--- config.mk ---
export PLATFORM = sky130hd
export DESIGN_NAME = gcd_lcm_unit
export DESIGN_NICKNAME = d
export VERILOG_FILES = /design/src/rtl/glu_pkg.sv /design/src/rtl/glu_front.sv /design/src/rtl/glu_back.sv /design/src/rtl/gcd_lcm_unit.sv
export SDC_FILE = /design/constraint.sdc
export NUM_CORES = 2
export LEC_CHECK = 0
export ABC_AREA = 1
export BUFFER_PORTS_ARGS = -buffer_cell sky130_fd_sc_hd__buf_4
export CORE_AREA = 2 2 438 266
export DETAILED_ROUTE_END_ITERATION = 8
export DIE_AREA = 0 0 440 268
export PLACE_DENSITY = 0.62
export SETUP_SLACK_MARGIN = 0.4
export SLEW_MARGIN = 20
export SYNTH_ARGS = -nofsm -noshare
export SYNTH_HDL_FRONTEND = slang
export SYNTH_HIERARCHICAL = 1
export SYNTH_SLANG_ARGS = --single-unit
export TNS_END_PERCENT = 100
--- constraint.sdc ---
create_clock -name i_clk -period 11.6 [get_ports i_clk]
set_input_delay 2.9 -clock i_clk [delete_from_list [all_inputs] [get_ports i_clk]]
set_output_delay 2.9 -clock i_clk [all_outputs]
set_load 0.05 [all_outputs]
--- src/rtl/glu_pkg.sv ---
// Shared types and constants for the GCD/LCM unit.
// No dependencies.
`default_nettype none
package glu_pkg;
    localparam int OpW = 32;
    localparam int ResW = 64;

    typedef enum logic {
        CMD_GCD = 1'b0,
        CMD_LCM = 1'b1
    } t_cmd;

    typedef struct packed {
        logic            cmd;
        logic [OpW-1:0]  first_operand;
        logic [OpW-1:0]  second_operand;
    } t_req;

    typedef struct packed {
        logic [ResW-1:0] result_value;
        logic            invalid;
    } t_rsp;

    typedef struct packed {
        logic            invalid;
        logic            cmd;
        logic [OpW-1:0]  a;
        logic [OpW-1:0]  b;
    } t_job;

    typedef enum logic [2:0] {
        ST_IDLE,
        ST_GCD,
        ST_DIV,
        ST_MUL,
        ST_OUT
    } t_state;
endpackage
`default_nettype wire

--- src/rtl/glu_front.sv ---
// Front end: accepts requests, masks operands and flags invalid ones.
// Depends on glu_pkg; holds a two-entry queue toward the back end.
`default_nettype none
module glu_front #(
    parameter int OPERAND_WIDTH = 32
) (
    input  wire            i_clk,
    input  wire            i_rst_n,
    input  wire            i_valid,
    output logic           o_stall,
    input  glu_pkg::t_req  i_req,
    output logic           o_job_valid,
    input  wire            i_job_take,
    output glu_pkg::t_job  o_job
);
    import glu_pkg::*;

    t_job         r_q [2];
    logic         r_wp, r_rp;
    logic [1:0]   r_cnt;
    logic [OpW-1:0] mask;
    t_job         job;
    logic         push, pop;

    assign mask = OpW'({OPERAND_WIDTH{1'b1}});
    always_comb begin
        job.cmd = i_req.cmd;
        job.a = i_req.first_operand & mask;
        job.b = i_req.second_operand & mask;
        job.invalid = (job.a == '0) || (job.b == '0);
    end

    assign o_stall = (r_cnt == 2'd2);
    assign push = i_valid && !o_stall;
    assign o_job_valid = (r_cnt != 2'd0);
    assign pop = o_job_valid && i_job_take;
    assign o_job = r_q[r_rp];

    always_ff @(posedge i_clk) begin
        if (push) begin
            r_q[r_wp] <= job;
        end
        if (!i_rst_n) begin
            r_wp <= 1'b0;
            r_rp <= 1'b0;
            r_cnt <= 2'd0;
        end else begin
            if (push) r_wp <= ~r_wp;
            if (pop) r_rp <= ~r_rp;
            r_cnt <= r_cnt + {1'b0, push} - {1'b0, pop};
        end
    end
endmodule
`default_nettype wire

--- src/rtl/glu_back.sv ---
// Back end: bit-serial remainder unit for Euclid's loop and the LCM divide.
// Depends on glu_pkg; takes jobs from the front end queue.
`default_nettype none
module glu_back (
    input  wire            i_clk,
    input  wire            i_rst_n,
    input  wire            i_job_valid,
    output logic           o_job_take,
    input  glu_pkg::t_job  i_job,
    output logic           o_valid,
    input  wire            i_stall,
    output glu_pkg::t_rsp  o_rsp
);
    import glu_pkg::*;

    localparam int CntW = $clog2(OpW);

    t_state          r_state, n_state;
    logic [OpW-1:0]  r_a, r_b, r_opa, r_opb, r_num, r_quo;
    logic [OpW-1:0]  r_rem;
    logic [CntW-1:0] r_cnt;
    logic            r_cmd, r_inv;
    logic [ResW-1:0] r_res;
    logic [OpW:0]    trial;
    logic            fits;
    logic            step_done;

    assign trial = {r_rem, r_num[OpW-1]};
    assign fits = trial >= {1'b0, r_b};
    assign step_done = (r_cnt == '0);

    always_comb begin
        n_state = r_state;
        case (r_state)
            ST_IDLE: begin
                if (i_job_valid) begin
                    n_state = i_job.invalid ? ST_OUT : ST_GCD;
                end
            end
            ST_GCD: begin
                if (r_b == '0) begin
                    n_state = (r_cmd == CMD_LCM) ? ST_DIV : ST_OUT;
                end else begin
                    n_state = ST_DIV;
                end
            end
            ST_DIV: begin
                if (step_done) n_state = (r_cmd == CMD_LCM && r_b == r_a) ? ST_MUL : ST_GCD;
            end
            ST_MUL: n_state = ST_OUT;
            ST_OUT: begin
                if (!i_stall) n_state = ST_IDLE;
            end
            default: n_state = ST_IDLE;
        endcase
    end

    always_comb begin
        o_job_take = (r_state == ST_IDLE);
        o_valid = (r_state == ST_OUT);
        o_rsp.result_value = r_res;
        o_rsp.invalid = r_inv;
    end

    // In ST_DIV the divisor is r_b and the dividend r_num. For the final LCM
    // divide r_a equals r_b (the GCD) and r_num holds the first operand.
    always_ff @(posedge i_clk) begin
        case (r_state)
            ST_IDLE: begin
                r_a <= i_job.a;
                r_b <= i_job.b;
                r_opa <= i_job.a;
                r_opb <= i_job.b;
                r_cmd <= i_job.cmd;
                r_inv <= i_job.invalid;
                r_res <= '0;
            end
            ST_GCD: begin
                if (r_b == '0) begin
                    r_res <= {{(ResW-OpW){1'b0}}, r_a};
                    r_b <= r_a;
                    r_num <= r_opa;
                end else begin
                    r_num <= r_a;
                end
                r_rem <= '0;
                r_quo <= '0;
                r_cnt <= CntW'(OpW-1);
            end
            ST_DIV: begin
                r_rem <= fits ? OpW'(trial - {1'b0, r_b}) : OpW'(trial);
                r_quo <= {r_quo[OpW-2:0], fits};
                r_num <= {r_num[OpW-2:0], 1'b0};
                r_cnt <= r_cnt - 1'b1;
                if (step_done && !(r_cmd == CMD_LCM && r_b == r_a)) begin
                    r_a <= r_b;
                    r_b <= fits ? OpW'(trial - {1'b0, r_b}) : OpW'(trial);
                end
            end
            ST_MUL: begin
                r_res <= ResW'(r_quo) * ResW'(r_opb);
            end
            default: ;
        endcase
        if (!i_rst_n) begin
            r_state <= ST_IDLE;
        end else begin
            r_state <= n_state;
        end
    end
endmodule
`default_nettype wire

--- src/rtl/gcd_lcm_unit.sv ---
// Top level of the GCD/LCM unit: front end, request queue and back end.
// Depends on glu_pkg, glu_front and glu_back.
//
// Each request yields one response. The back end runs Euclid's loop with a
// bit-serial remainder unit of one quotient bit per cycle; each remainder
// step is a setup state (ST_GCD) followed by the divide (ST_DIV). A GCD
// runs one such step per Euclid step (up to about 47 steps) between the
// back end taking the request and the output state; an LCM of unequal
// operands adds one more divide and a multiply state, and a request with a
// zero operand goes from idle straight to the output state. A two-entry
// queue lets new requests enter meanwhile.
`default_nettype none
module gcd_lcm_unit #(
    parameter int OPERAND_WIDTH = 32
) (
    input  wire            i_clk,
    input  wire            i_rst_n,
    input  wire            i_valid,
    output logic           o_stall,
    input  glu_pkg::t_req  i_req,
    output logic           o_valid,
    input  wire            i_stall,
    output glu_pkg::t_rsp  o_rsp
);
    import glu_pkg::*;

    t_job job;
    logic job_valid, job_take;

    glu_front #(.OPERAND_WIDTH(OPERAND_WIDTH)) u_front (
        .i_clk, .i_rst_n, .i_valid, .o_stall, .i_req,
        .o_job_valid(job_valid), .i_job_take(job_take), .o_job(job)
    );

    glu_back u_back (
        .i_clk, .i_rst_n, .i_job_valid(job_valid), .o_job_take(job_take),
        .i_job(job), .o_valid, .i_stall, .o_rsp
    );
endmodule
`default_nettype wire

==> summary.txt <==
GRT
  • Congestion Overflow GR: 0
  • Total track usage: 0.312
  • Initial antenna violation count: 7
  • First-pass GRT wire length: 274,000 µm
  • Largest net degree at the start of global routing: 79
  • Vias in the first global route: 43,400

Logic synthesis
  • Post-synth top flop: edfxtp_1
  • Area leader, netlist: fa_1
  • Share of the synthesized area in the top cell type: 0.318
  • Synth Instances: 6,960
  • Netlist Area Pre-Place: 56,500 µm²
  • Synth area leaders: fa_1 32%, edfxtp_1 23%, nand2_1 14%
  • Post-synth EDFFs: 427
  • Synthesis Warnings: 6
  • Syn Nets: 8,224
  • #FFs+latches synth: 435
  • Average size of a mapped cell: 8.12 µm²
  • Sequential area share after synthesis: 0.230
  • Post-synth cell types: 43
  • Ys async rst share: 0

Timing
  • Slew HR: 0.244
  • Max-slew violation count: 0
  • Final critical-path share of the clock period: 0.723
  • Slew @ Worst Pin: 1.13 ns
  • Final WS setup: 3.21 ns
  • Hold Fails Final Rpt: 0
  • Fmax: 0.119 GHz
  • Final setup TNS: 0 ns
  • Hold WS: 0.460 ns
  • Final setup violation count: 0
  • Crit path time final: 8.39 ns
  • RSZ-0062 raised after global routing: false
  • Clock Skews: 0.0358 ns

Place
  • Number of port buffers: 135
  • Placer Congestion: 0.993
  • Pre-CTS WS: 3.39 ns
  • DP HPWL: 143,000 µm
  • Placed Area: 59,000 µm²

Clock tree
  • Max clock buf depth: 3
  • Setup Buffers After CTS: 0
  • H-tree depth: 2
  • CTS Buf Count: 48
  • Clock sink count: 435
  • Hold-fix buffers, CTS: 0
  • CTS tree: done
  • Clock transition at path regs: 0.07 ns
  • Worst skew pair latency: 0.64 ns
  • Root Driver: clkbuf_16
  • Post_cts resized: 0

Routing
  • Vias: 43,900
  • Drt total wl: 179,000 µm
  • Wirelength per Cell: 21.0 µm
  • Vias per cell: 5.16
  • Drt pass-1 iters: 6
  • DR DRC count: 0
  • Initial DRC count: 5,029
  • Antenna Violating Nets Remaining: 0

Floorplan
  • DIE AREA: 118,000 µm²
  • Initial Utilization: 0.497
  • Die height: 268 µm
  • Core box area: 114,000 µm²
  • Ports: 136
  • Die W: 440 µm
  • Num rows: 96

Worst setup path
  • Crit path launch type: flip-flop
  • Worst endpoint required time: 11.94 ns
  • Critical Path AT: 8.72 ns
  • Worst setup EP type: flip-flop
  • CP Class: flip-flop to flip-flop
  • Crit-path max FO: 23

Layout
  • Fill cell count: 10,800
  • Final nets: 8,210
  • Area growth syn-to-layout: 7.10%
  • Design area: 60,500 µm²
  • Layout cells sized above 1: 0.0570

Flow run
  • Max-Cap Viols: 0

Worst hold path
  • Hold crit path type: flip-flop to flip-flop

Status
  • Status: complete, no violations
-- through the flow --
step                      instances   util
after global placement         8415  0.519
after detailed placement       8415  0.519
after floorplan                6960      -
after CTS                      8503  0.532
after global routing           8504  0.532
final                          8505  0.532
-- worst max-delay path, cell delays in order (launching register included) --
cell	delay (ns)
edfxtp_1	0.69
buf_4	0.46
nand2_1	0.14
fa_1	0.45
inv_1	0.08
fa_1	0.43
fa_1	0.52
inv_1	0.06
fa_1	0.47
inv_1	0.05
fa_1	0.56
inv_1	0.08
fa_1	0.55
inv_1	0.06
fa_1	0.50
fa_1	0.45
ha_1	0.37
nand2_1	0.09
nand2_1	0.09
nand2_1	0.07
nand2_1	0.10
a21oi_1	0.28
nand3_1	0.40
o21ai_0	0.95
o21ai_0	0.18
-- synth_stat cells, types with 8 or more instances --
library cell / number
nand4_1: 30
xor2_1: 12
nand2_1: 2098
mux2_2: 26
clkbuf_1: 253
buf_6: 8
mux2_4: 40
nand3b_1: 24
inv_2: 11
a21oi_1: 153
nand3_1: 151
o21bai_1: 10
and2_1: 13
dfxtp_1: 8
xnor2_1: 34
nor2_1: 314
inv_1: 1989
ha_1: 298
buf_1: 8
fa_1: 897
o21ai_0: 81
buf_2: 9
nor3_1: 17
edfxtp_1: 427
-- layer usage --
metal | up-vias | share of wire | track usage
met5 | - | 0 | 0
li1 | 20000 | - | -
met3 | 140 | 0.13 | 0.0851
met2 | 2144 | 0.37 | 0.400
met1 | 21600 | 0.49 | 0.522
met4 | 0 | 0.012 | 0.0384
-- path summary, 6_finish.rpt --
kind              depth (start not counted)                         end                           from  slack [ns]
hold reg to reg                           1                   flip-flop      u_front/r_rp$_SDFFE_PN0P_        0.46
hold / removal                            1                   flip-flop      u_front/r_rp$_SDFFE_PN0P_        0.46
setup reg to reg                         24  u_back/r_res[25]$_DFFE_PP_  u_back/r_quo[9]$_SDFFCE_PN0N_        3.21
setup / recovery                         24  u_back/r_res[25]$_DFFE_PP_  u_back/r_quo[9]$_SDFFCE_PN0N_        3.21
-- kinds of logic after synthesis --
kind of cell	share of synthesized area
xor gates and xnor gates	0.00713
AOI/OAI and AO/OA	0.0238
muxes	0.0158
DFF	0.230
and+or+nand+nor	0.187
adders and majority gates	0.384
buffers and inverters	0.153
-- state kept, by name, indices dropped and copies added (netlist names), 2 cells and up, named ones only --
register	cells
u_back/r_opa	32
u_back/r_rem	32
u_front/r_cnt	2
u_back/r_quo	32
u_back/r_res	64
u_back/r_b	32
u_front/r_q	132
u_back/r_opb	32
u_back/r_num	32
u_back/r_a	32
u_back/r_state	3
u_back/r_cnt	5
-- final cells by class --
| cell class | instances | area (µm²) | share of cell area |
|---|---|---|---|
| Inverter | 2001 | 7510 | 0.124 |
| Timing Repair Buffer | 217 | 1630 | 0.0269 |
| Multi-Input combinational cell | 4243 | 35000 | 0.577 |
| Sequential cell | 435 | 13000 | 0.215 |
| Clock inverter | 35 | 332 | 0.00548 |
| Tap cell | 1519 | 1900 | 0.0314 |
| Clock buffer | 53 | 1220 | 0.0202 |
| Antenna cell | 2 | 5.00 | 0.0000827 |
-- cell usage in the layout, fill, tap and decap left out, types with 4 or more instances in the layout --
master,n
xor2_1,12
inv_1,1988
inv_2,11
nand2_1,2097
nor2_1,309
o21ai_1,4
a21oi_1,152
nand3_1,151
ha_1,298
o21bai_1,10
nor4_1,5
mux2_2,26
nor2_2,6
dfxtp_1,7
clkinv_1,12
or2_2,6
clkinvlp_4,4
nor3_1,17
xnor2_1,34
mux2_4,40
nand2_2,6
and2_1,13
fa_1,897
buf_4,217
edfxtp_1,427
clkinv_2,7
nand3b_1,24
clkbuf_16,48
inv_6,5
clkbuf_1,5
nor2_4,6
o21ai_0,81
o22ai_1,4
nand4_1,30
Power is left out: the tool's default activity adds up to more than one toggle a clock period on the data nets, which glitch-free logic cannot reach.
